### src/sv/tcc_pkg.sv
// Text console package: sequencer states, command modes, glyph constants,
// result bundle and cell packing helper. No dependencies.
package tcc_pkg;

    typedef enum logic [2:0] {
        ST_INIT,
        ST_IDLE,
        ST_READ,
        ST_COPY,
        ST_FILL,
        ST_DONE
    } tcc_state_t;

    typedef enum logic [1:0] {
        MODE_PUT   = 2'd0,
        MODE_WRITE = 2'd1,
        MODE_CLEAR = 2'd2,
        MODE_READ  = 2'd3
    } tcc_mode_t;

    localparam logic [7:0] NEWLINE_GLYPH = 8'd10;
    localparam logic [7:0] SPACE_GLYPH   = 8'h20;
    localparam logic [7:0] RESET_COLOR   = 8'h07;

    typedef struct packed {
        logic [15:0] cell_value;
        logic [6:0]  cursor_column;
        logic [4:0]  cursor_row;
        logic        scrolled;
    } tcc_result_t;

    function automatic logic [15:0] make_cell(input logic [7:0] glyph,
                                              input logic [7:0] color);
        return {color, glyph};
    endfunction

endpackage

### src/sv/tcc_if.sv
// Command and result channel interfaces of the text console.
// Valid/ready handshake; no package dependency.
interface tcc_cmd_if;
    logic       valid;
    logic       ready;
    logic [1:0] mode;
    logic [7:0] character;
    logic [7:0] cell_color;
    logic [6:0] column;
    logic [4:0] row;

    modport source (output valid, mode, character, cell_color, column, row, input ready);
    modport sink   (input valid, mode, character, cell_color, column, row, output ready);
endinterface


### src/sv/tcc_seq.sv
// Console sequencer: cursor, command decode, scroll copy and fill sweeps.
// Depends on tcc_pkg and tcc_if; drives the ports of tcc_screen_ram.
module tcc_seq #(
    parameter int COLUMNS = 80,
    parameter int ROWS    = 25,
    localparam int CELLS  = COLUMNS * ROWS,
    localparam int ADDR_W = $clog2(CELLS)
) (
    input  logic                clk,
    input  logic                rst_n,
    input  logic [7:0]          text_color,
    tcc_cmd_if.sink             cmd,
    input  logic                slot_free,
    output logic                push,
    output tcc_pkg::tcc_result_t res,
    output logic                mem_we,
    output logic [ADDR_W-1:0]   mem_waddr,
    output logic [15:0]         mem_wdata,
    output logic [ADDR_W-1:0]   mem_raddr,
    input  logic [15:0]         mem_rdata
);
    import tcc_pkg::*;

    localparam logic [ADDR_W-1:0] LAST_CELL  = ADDR_W'(CELLS - 1);
    localparam logic [ADDR_W-1:0] COPY_END   = ADDR_W'(CELLS - COLUMNS);
    localparam logic [ADDR_W-1:0] ROW_STRIDE = ADDR_W'(COLUMNS);
    localparam logic [6:0]        COL_LAST   = 7'(COLUMNS - 1);
    localparam logic [4:0]        ROW_LAST   = 5'(ROWS - 1);

    tcc_state_t        state_reg, state_next;
    logic [ADDR_W-1:0] idx_reg, idx_next;
    logic [ADDR_W-1:0] dst_reg, dst_next;
    logic              pend_reg, pend_next;
    logic [6:0]        col_reg, col_next;
    logic [4:0]        row_reg, row_next;
    logic [15:0]       value_reg, value_next;
    logic              scrolled_reg, scrolled_next;

    logic              accept;
    tcc_mode_t         mode;
    logic              is_newline;
    logic              wrap;
    logic              scroll_hit;
    logic              in_bounds;
    logic              copy_issue;
    logic [ADDR_W-1:0] in_addr;
    logic [ADDR_W-1:0] cur_addr;
    logic [15:0]       blank;

    assign cmd.ready  = (state_reg == ST_IDLE);
    assign accept     = cmd.valid && cmd.ready;
    assign mode       = tcc_mode_t'(cmd.mode);
    assign is_newline = (cmd.character == NEWLINE_GLYPH);
    assign wrap       = is_newline || (col_reg == COL_LAST);
    assign scroll_hit = (mode == MODE_PUT) && wrap && (row_reg == ROW_LAST);
    assign in_bounds  = ({1'b0, cmd.column} < 8'(COLUMNS)) && ({1'b0, cmd.row} < 6'(ROWS));
    assign in_addr    = ADDR_W'(cmd.row) * ROW_STRIDE + ADDR_W'(cmd.column);
    assign cur_addr   = ADDR_W'(row_reg) * ROW_STRIDE + ADDR_W'(col_reg);
    assign copy_issue = (idx_reg != COPY_END);
    assign blank      = make_cell(SPACE_GLYPH, text_color);

    always_comb
    begin
        state_next = state_reg;
        case (state_reg)
            ST_INIT:
            begin
                if (idx_reg == LAST_CELL)
                begin
                    state_next = ST_IDLE;
                end
            end
            ST_IDLE:
            begin
                if (accept)
                begin
                    case (mode)
                        MODE_PUT:   state_next = scroll_hit ? ST_COPY : ST_DONE;
                        MODE_WRITE: state_next = ST_DONE;
                        MODE_CLEAR: state_next = ST_FILL;
                        MODE_READ:  state_next = in_bounds ? ST_READ : ST_DONE;
                        default:    state_next = ST_DONE;
                    endcase
                end
            end
            ST_READ: state_next = ST_DONE;
            ST_COPY:
            begin
                if (!copy_issue)
                begin
                    state_next = ST_FILL;
                end
            end
            ST_FILL:
            begin
                if (idx_reg == LAST_CELL)
                begin
                    state_next = ST_DONE;
                end
            end
            ST_DONE:
            begin
                if (slot_free)
                begin
                    state_next = ST_IDLE;
                end
            end
            default: state_next = ST_IDLE;
        endcase
    end

    always_comb
    begin
        idx_next      = idx_reg;
        dst_next      = dst_reg;
        pend_next     = pend_reg;
        col_next      = col_reg;
        row_next      = row_reg;
        value_next    = value_reg;
        scrolled_next = scrolled_reg;
        mem_we        = 1'b0;
        mem_waddr     = idx_reg;
        mem_wdata     = blank;
        mem_raddr     = idx_reg + ROW_STRIDE;
        push          = 1'b0;
        case (state_reg)
            ST_INIT:
            begin
                mem_we    = 1'b1;
                mem_wdata = make_cell(SPACE_GLYPH, RESET_COLOR);
                idx_next  = (idx_reg == LAST_CELL) ? '0 : idx_reg + 1'b1;
            end
            ST_IDLE:
            begin
                mem_raddr = in_addr;
                pend_next = 1'b0;
                if (accept)
                begin
                    idx_next      = '0;
                    value_next    = '0;
                    scrolled_next = scroll_hit;
                    case (mode)
                        MODE_PUT:
                        begin
                            if (!is_newline)
                            begin
                                mem_we     = 1'b1;
                                mem_waddr  = cur_addr;
                                mem_wdata  = make_cell(cmd.character, text_color);
                                value_next = make_cell(cmd.character, text_color);
                            end
                            if (wrap)
                            begin
                                col_next = '0;
                                if (row_reg != ROW_LAST)
                                begin
                                    row_next = row_reg + 1'b1;
                                end
                            end
                            else
                            begin
                                col_next = col_reg + 1'b1;
                            end
                        end
                        MODE_WRITE:
                        begin
                            if (in_bounds)
                            begin
                                mem_we     = 1'b1;
                                mem_waddr  = in_addr;
                                mem_wdata  = make_cell(cmd.character, cmd.cell_color);
                                value_next = make_cell(cmd.character, cmd.cell_color);
                            end
                        end
                        MODE_CLEAR:
                        begin
                            value_next = blank;
                            col_next   = '0;
                            row_next   = '0;
                        end
                        default:
                        begin
                        end
                    endcase
                end
            end
            ST_READ:
            begin
                value_next = mem_rdata;
            end
            ST_COPY:
            begin
                pend_next = copy_issue;
                if (copy_issue)
                begin
                    idx_next = idx_reg + 1'b1;
                    dst_next = idx_reg;
                end
                if (pend_reg)
                begin
                    mem_we    = 1'b1;
                    mem_waddr = dst_reg;
                    mem_wdata = mem_rdata;
                end
            end
            ST_FILL:
            begin
                mem_we = 1'b1;
                if (idx_reg != LAST_CELL)
                begin
                    idx_next = idx_reg + 1'b1;
                end
            end
            ST_DONE:
            begin
                push = slot_free;
            end
            default:
            begin
            end
        endcase
    end

    assign res.cell_value    = value_reg;
    assign res.cursor_column = col_reg;
    assign res.cursor_row    = row_reg;
    assign res.scrolled      = scrolled_reg;

    always_ff @(posedge clk or negedge rst_n)
    begin
        if (!rst_n)
        begin
            state_reg <= ST_INIT;
            idx_reg   <= '0;
            pend_reg  <= 1'b0;
            col_reg   <= '0;
            row_reg   <= '0;
        end
        else
        begin
            state_reg <= state_next;
            idx_reg   <= idx_next;
            pend_reg  <= pend_next;
            col_reg   <= col_next;
            row_reg   <= row_next;
        end
    end

    always_ff @(posedge clk)
    begin
        dst_reg      <= dst_next;
        value_reg    <= value_next;
        scrolled_reg <= scrolled_next;
    end

endmodule
### src/flat_wrapper.sv
// flat-port wrapper written by rule: the top's interface ports become plain ports
module tcc_seq_flat import tcc_pkg::*;
#(
    parameter int COLUMNS = 80,
    parameter int ROWS    = 25,
    localparam int CELLS  = COLUMNS * ROWS,
    localparam int ADDR_W = $clog2(CELLS)
)
  (clk, rst_n, text_color, slot_free, push, res, mem_we, mem_waddr, mem_wdata, mem_raddr, mem_rdata, cmd_valid, cmd_mode, cmd_character, cmd_cell_color, cmd_column, cmd_row, cmd_ready);
  tcc_cmd_if cmd_i ();
  input  logic clk;
  input  logic rst_n;
  input  logic [7:0] text_color;
  input  logic slot_free;
  output logic push;
  output tcc_pkg::tcc_result_t res;
  output logic mem_we;
  output logic [ADDR_W-1:0] mem_waddr;
  output logic [15:0] mem_wdata;
  output logic [ADDR_W-1:0] mem_raddr;
  input  logic [15:0] mem_rdata;
  input wire logic [$bits(cmd_i.valid)-1:0] cmd_valid;
  input wire logic [$bits(cmd_i.mode)-1:0] cmd_mode;
  input wire logic [$bits(cmd_i.character)-1:0] cmd_character;
  input wire logic [$bits(cmd_i.cell_color)-1:0] cmd_cell_color;
  input wire logic [$bits(cmd_i.column)-1:0] cmd_column;
  input wire logic [$bits(cmd_i.row)-1:0] cmd_row;
  output wire logic [$bits(cmd_i.ready)-1:0] cmd_ready;
  assign cmd_i.valid = cmd_valid;
  assign cmd_i.mode = cmd_mode;
  assign cmd_i.character = cmd_character;
  assign cmd_i.cell_color = cmd_cell_color;
  assign cmd_i.column = cmd_column;
  assign cmd_i.row = cmd_row;
  assign cmd_ready = cmd_i.ready;
  tcc_seq #(.COLUMNS(COLUMNS), .ROWS(ROWS)) u_core (.clk(clk), .rst_n(rst_n), .text_color(text_color), .cmd(cmd_i), .slot_free(slot_free), .push(push), .res(res), .mem_we(mem_we), .mem_waddr(mem_waddr), .mem_wdata(mem_wdata), .mem_raddr(mem_raddr), .mem_rdata(mem_rdata));
endmodule
### config.mk
export PLATFORM = sky130hd
export DESIGN_NAME = tcc_seq_flat
export DESIGN_NICKNAME = d
export VERILOG_FILES = /design/src/sv/tcc_pkg.sv /design/src/sv/tcc_if.sv /design/src/sv/tcc_seq.sv /design/src/flat_wrapper.sv
export SDC_FILE = /design/constraint.sdc
export NUM_CORES = 1
export LEC_CHECK = 0
export BUFFER_PORTS_ARGS = -buffer_cell sky130_fd_sc_hd__buf_2
export CAP_MARGIN = 20
export CORE_ASPECT_RATIO = 0.9
export CORE_MARGIN = 4
export CORE_UTILIZATION = 48
export CTS_BUF_LIST = sky130_fd_sc_hd__clkbuf_4 sky130_fd_sc_hd__clkbuf_8
export CTS_CLUSTER_DIAMETER = 50
export DETAILED_ROUTE_END_ITERATION = 8
export HOLD_SLACK_MARGIN = 0.02
export MAX_ROUTING_LAYER = met4
export PLACE_DENSITY = 0.8
export SYNTH_ARGS = -nofsm -noshare
export SYNTH_HDL_FRONTEND = slang
export SYNTH_SLANG_ARGS = --single-unit
### constraint.sdc
create_clock -name clk -period 3.8 [get_ports clk]
set_input_delay 0.57 -clock clk [delete_from_list [all_inputs] [get_ports clk]]
set_output_delay 0.57 -clock clk [all_outputs]
set_load 0.02 [all_outputs]
# Word-level counts from Yosys, hierarchy flattened
# Cells that the tools add are included.
# W data, S select, Z words.
[word_totals] register_bits=55 elab_cells=106 in_bits=58
[classes] add_sub_neg=6 mul=2 n_mux=45 n_lt_le_gt_ge=2 reduce_logical=19 n_eq_ne=24
[ops] op="$mux W11" count=9
[ops] op="$mux W16" count=6
[ops] op="$pmux W16 S3" count=2
[ops] op="$pmux W16 S2" count=2
[ops] op="$pmux W11 S2" count=2
[ops] op="$pmux W11 S4" count=1
[ops] op="$add A11 B7 Y11" count=2
[ops] op="$ne A11 B11 Y1 const B" count=2
[ops] op="$mux W3" count=7
[ops] op="$pmux W3 S6" count=1
[ops] op="$mul A5 B3 Y7 const B" count=2
[ops] op="$pmux W7 S2" count=1
[ops] op="$pmux W3 S4" count=1
[ops] op="$add A11 B1 Y11 const B" count=1
[ops] op="$add A11 B7 Y11 const B" count=1
[ops] op="$eq A11 B11 Y1 const B" count=1
[ops] op="$mux W5" count=2
[ops] op="$ne A2 B1 Y1 const B" count=5
[ops] op="$pmux W5 S2" count=1
[ops] op="$reduce_and A5 Y1" count=2
[ops] op="$eq A8 B4 Y1 const B" count=1
[ops] op="$mux W8" count=1
[ops] op="$ne A2 B2 Y1 const B" count=4
[ops] op="$add A7 B1 Y7 const B" count=1
[ops] op="other kinds (25)" count=40

# Depth between registers and ports, before layout
[logic_depth] word_depth=8 ltp_mapped=9 ltp_nobuf=9

# Worst setup path before layout
# Ideal clock, no wire load.
[synth_timing] path_kind="register to output" start="register u_core.row_reg[1]" end="output port mem_waddr[10]" n_path_buf=0 required_time_ns=3.230 stages_incl_launch_ff=10 setup_slack_ns=0.236 arrival_time_ns=2.994 path_cell_list="dfrtp_1 ha_1 ha_1 inv_1 fa_1 nand2b_1 or4_1 a31oi_1 nor3b_1 o31ai_1"
[synth_via] elab_chain_cells=6
[synth_rtl] element="from (decl)" line="tcc_seq.sv:35" source="logic [4:0] row_reg, row_next;"
[synth_rtl] element="from (signal assigned)" line="tcc_seq.sv:245" source="row_reg <= row_next;"
[synth_rtl] element="$mul A5 B3 Y7" line="tcc_seq.sv:58" source="assign cur_addr = ADDR_W'(row_reg) * ROW_STRIDE + ADDR_W'(col_reg);"
[synth_rtl] element="$add A11 B7 Y11" line="tcc_seq.sv:58"
[synth_rtl] element="$mux W11" line="tcc_seq.sv:145" source="if (!is_newline)"
[synth_rtl] element="$pmux W11 S2" line="tcc_seq.sv:142" source="case (mode)"
[synth_rtl] element="$mux W11" line="tcc_seq.sv:137" source="if (accept)"
[synth_rtl] element="$pmux W11 S2" line="tcc_seq.sv:126" source="case (state_reg)"
[synth_rtl] element="to (decl)" line="flat_wrapper.sv:18" source="output logic [ADDR_W-1:0] mem_waddr;"
# No other way between the ends.

# Final worst setup path
[layout_timing] start="register u_core.row_reg[2]" end="output port mem_waddr[10]"
# Same word-level chain as after synthesis.

==> metrics.md <==
| Metric | Value |
|---|---|
| Layout area overhead | `21.8%` |
| Final max-slew violation count | `0` |
| CTS tree | `yes` |
| Mapped cell area | `around 4500 µm²` |
| Avg Cell Area, Syn | `8.75 µm²` |
| Top Layer Used | `met4` |
| CP startpoint | `u_core.row_reg[2]` |
| Clk_lat worst skew | `0.31 ns` |
| Reg-to-reg slack, setup | `about 1.2 ns` |
| EDFF count, synth | `28` |
| Nets | `between 700 and 800` |
| H-tree depth | `2` |
| Site row count | `33` |
| IO Port Bufs | `~130` |
| Final Hold Vio Count | `0` |
| Register bit total from synthesis | `55` |
| DRT iter0 DRCs | `between 400 and 500` |
| Gr ovfl total | `0` |
| Total Wirelength | `15,000 µm` |
| Top-Level Pins | `approximately 130` |
| Worst slew margin | `0.484` |
| Clock transition at the registers of the reported paths | `roughly 0.11 ns` |
| Clock buffer count from CTS | `5` |
| Switch Pwr | `approximately 0.00032 W` |
| Crit path capture | `mem_waddr[10]` |
| Worst vdd rail ir drop | `about 0.21 mV` |
| Max Freq | `around 270 MHz` |
| Max-cap violation count | `0` |
| Die Y | `100 µm` |
| Initial Utilization | `0.495` |
| Fin Setup TNS | `0 ns` |
| Outcome | `complete, no violations` |
| Critical path capture point type | `output pin` |
| Worst r2r src | `u_core.idx_reg[4]` |
| FF-to-FF path depth | `7` |
| PwrDens | `207 nW/µm²` |
| Syn_nets | `between 600 and 700` |
| Sequential share of the synthesized area | `0.334` |
| GRT Total Usage | `0.266` |
| Share of layout cells above drive strength 1 | `0.291` |
| Internal power | `0.000825 W` |
| Ant diodes | `0` |
| Die area | `about 11,000 µm²` |
| FFs w/ async S/R, synth | `0.491` |
| Register share of total power | `0.547` |
| Most common cell after layout, fill and taps aside | `buf_2` |
| Synth Instances | `about 520` |
| Initial antenna violation count | `0` |
| Vias post-DR | `between 4,000 and 5,000` |
| CTS max path bufs | `2` |
| Met2 WL post-DR | `roughly 7200 µm` |
| Clk pwr share | `0.304` |
| Switching share of power | `0.278` |
| First drt pass iteration count | `5` |
| Post-layout util | `0.603` |
| Most frequent cells in the layout | `buf_2, nand2_1, o21ai_0, nor2_1, a21oi_1` |
| Global-route wire length before repair | `around 23,000 µm` |
| Fin Clk Skew | `around 0.014 ns` |
| Placer Congestion | `a little over 0.9` |
| Critical Path Source Type | `flop` |
| Vias in the first global route | `approximately 4,500` |
| Post-DP HPWL | `~11,000 µm` |
| Distinct cell type count after synthesis | `78` |
| Worst hold path type | `in2async` |
| Warnings, synthesis | `0` |
| Crit path kind | `reg2out` |
| Clk root buf | `clkbuf_8` |
| M1 WL | `around 6200 µm` |
| CTS Sinks | `55` |
| Wire length per cell | `approximately 20 µm` |
| Tmin final | `roughly 3.7 ns` |
| R2R Path End | `u_core.idx_reg[5]` |
| Final setup violation count | `0` |
| Met3 wire len | `around 1500 µm` |
| Slew of the pin with the lowest slew margin | `about 0.77 ns` |
| DRC violation count after routing | `0` |
| Max reg flops | `16` |
| Worst-path fanout max | `5` |
| Core ar. | `slightly above 9000 µm²` |
| Power Total | `between 0.001 and 0.0015 W` |
| Die Width | `~110 µm` |
| CP required | `3.23 ns` |
| WP data arrival | `between 3 and 4 ns` |
| Largest net degree at the start of global routing | `28` |
| Top_reg_cell synth | `edfxtp_1` |
| Comb pwr share | `0.149` |
| Antenna viol nets, final | `0` |
| Leak | `about 2.5 nW` |
| Tcrit/Tclk final | `0.982` |
| Vias per inst | `6.22` |
what timing repair did:
action,in CTS,in global routing
pin swaps,1,6
buffers inserted,1,8
hold buffers,0,0
gates resized for setup,1,15
setup endpoints to repair,1,1
cells by family after synthesis:
kind of cell    count (synthesis)  synth area share
compound gates                191             0.296
xor+xnor                       16            0.0339
fa+ha+maj                      29            0.0865
buf+inv                        58            0.0540
flops                          55             0.334
mux                             2           0.00551
simple gates                  168             0.190
through the flow:
step / cell area [µm²] / setup WS (ns) / instances / hold WS, ns
after floorplan: 4540 / 0.236 / 519 / 0.274
after global placement: 5280 / 0.161 / 751 / 0.528
after detailed placement: 5280 / 0.149 / 751 / 0.545
after CTS: 5390 / 0.0169 / 760 / 0.294
after global routing: 5530 / -0.0639 / 768 / 0.319
final: 5530 / 0.0677 / 768 / 0.266
area by class of cell:
| type | count | area [µm²] |
|---|---|---|
| Fill cell | 834 | 3640 |
| Multi-Input combinational cell | 406 | 2860 |
| Sequential cell | 55 | 1520 |
| Timing Repair Buffer | 147 | 786 |
| Tap cell | 122 | 153 |
| Inverter | 30 | 113 |
| Clock buffer | 5 | 68.8 |
| Clock inverter | 3 | 25.0 |
worst min path at each step:
stage | to | cells past startpoint
global placement | u_core.dst_reg[0] | 0
finish | u_core.idx_reg[5] | 1
global route | u_core.idx_reg[0] | 1
CTS | u_core.row_reg[0] | 1
floorplan | u_core.col_reg[0] | 0
detailed placement | u_core.dst_reg[0] | 0
layer usage:
| metal | vias up | GRT usage |
|---|---|---|
| met5 | - | - |
| met4 | 0 | 0.0530 |
| met3 | 14 | 0.0555 |
| met2 | 270 | 0.437 |
| met1 | 2272 | 0.345 |
| li1 | 2219 | - |
power groups by stage:
stage / Clock, W / Sequential, W / Combinational, W
after floorplan: 0 / 0.000637 / 0.0000867
after global placement: 0 / 0.000637 / 0.000165
after detailed placement: 0 / 0.000637 / 0.000167
after CTS: 0.000348 / 0.000625 / 0.000169
after global routing: 0.000376 / 0.000625 / 0.000189
final: 0.000348 / 0.000625 / 0.000170
synth_stat cells, types with 10 or more instances:
master | instances | area (µm²)
nor2_1 | 34 | 128
inv_1 | 29 | 109
dfrtp_1 | 27 | 676
nand2_1 | 47 | 176
ha_1 | 25 | 313
a22oi_1 | 13 | 97.6
a22o_1 | 21 | 184
edfxtp_1 | 28 | 841
a21oi_1 | 32 | 160
clkbuf_1 | 18 | 67.6
nor3_1 | 10 | 50.1
nand3_1 | 24 | 120
o21ai_0 | 47 | 235
critical path, stage by stage (launching register included):
cell	delay, ns
dfrtp_2	0.47
ha_1	0.34
inv_1	0.07
fa_2	0.49
nand2b_4	0.16
or4_4	0.53
a31oi_4	0.20
nor3b_2	0.06
o31ai_1	0.30
buf_2	0.22
No activity file was read; power rests on OpenSTA's default activity.
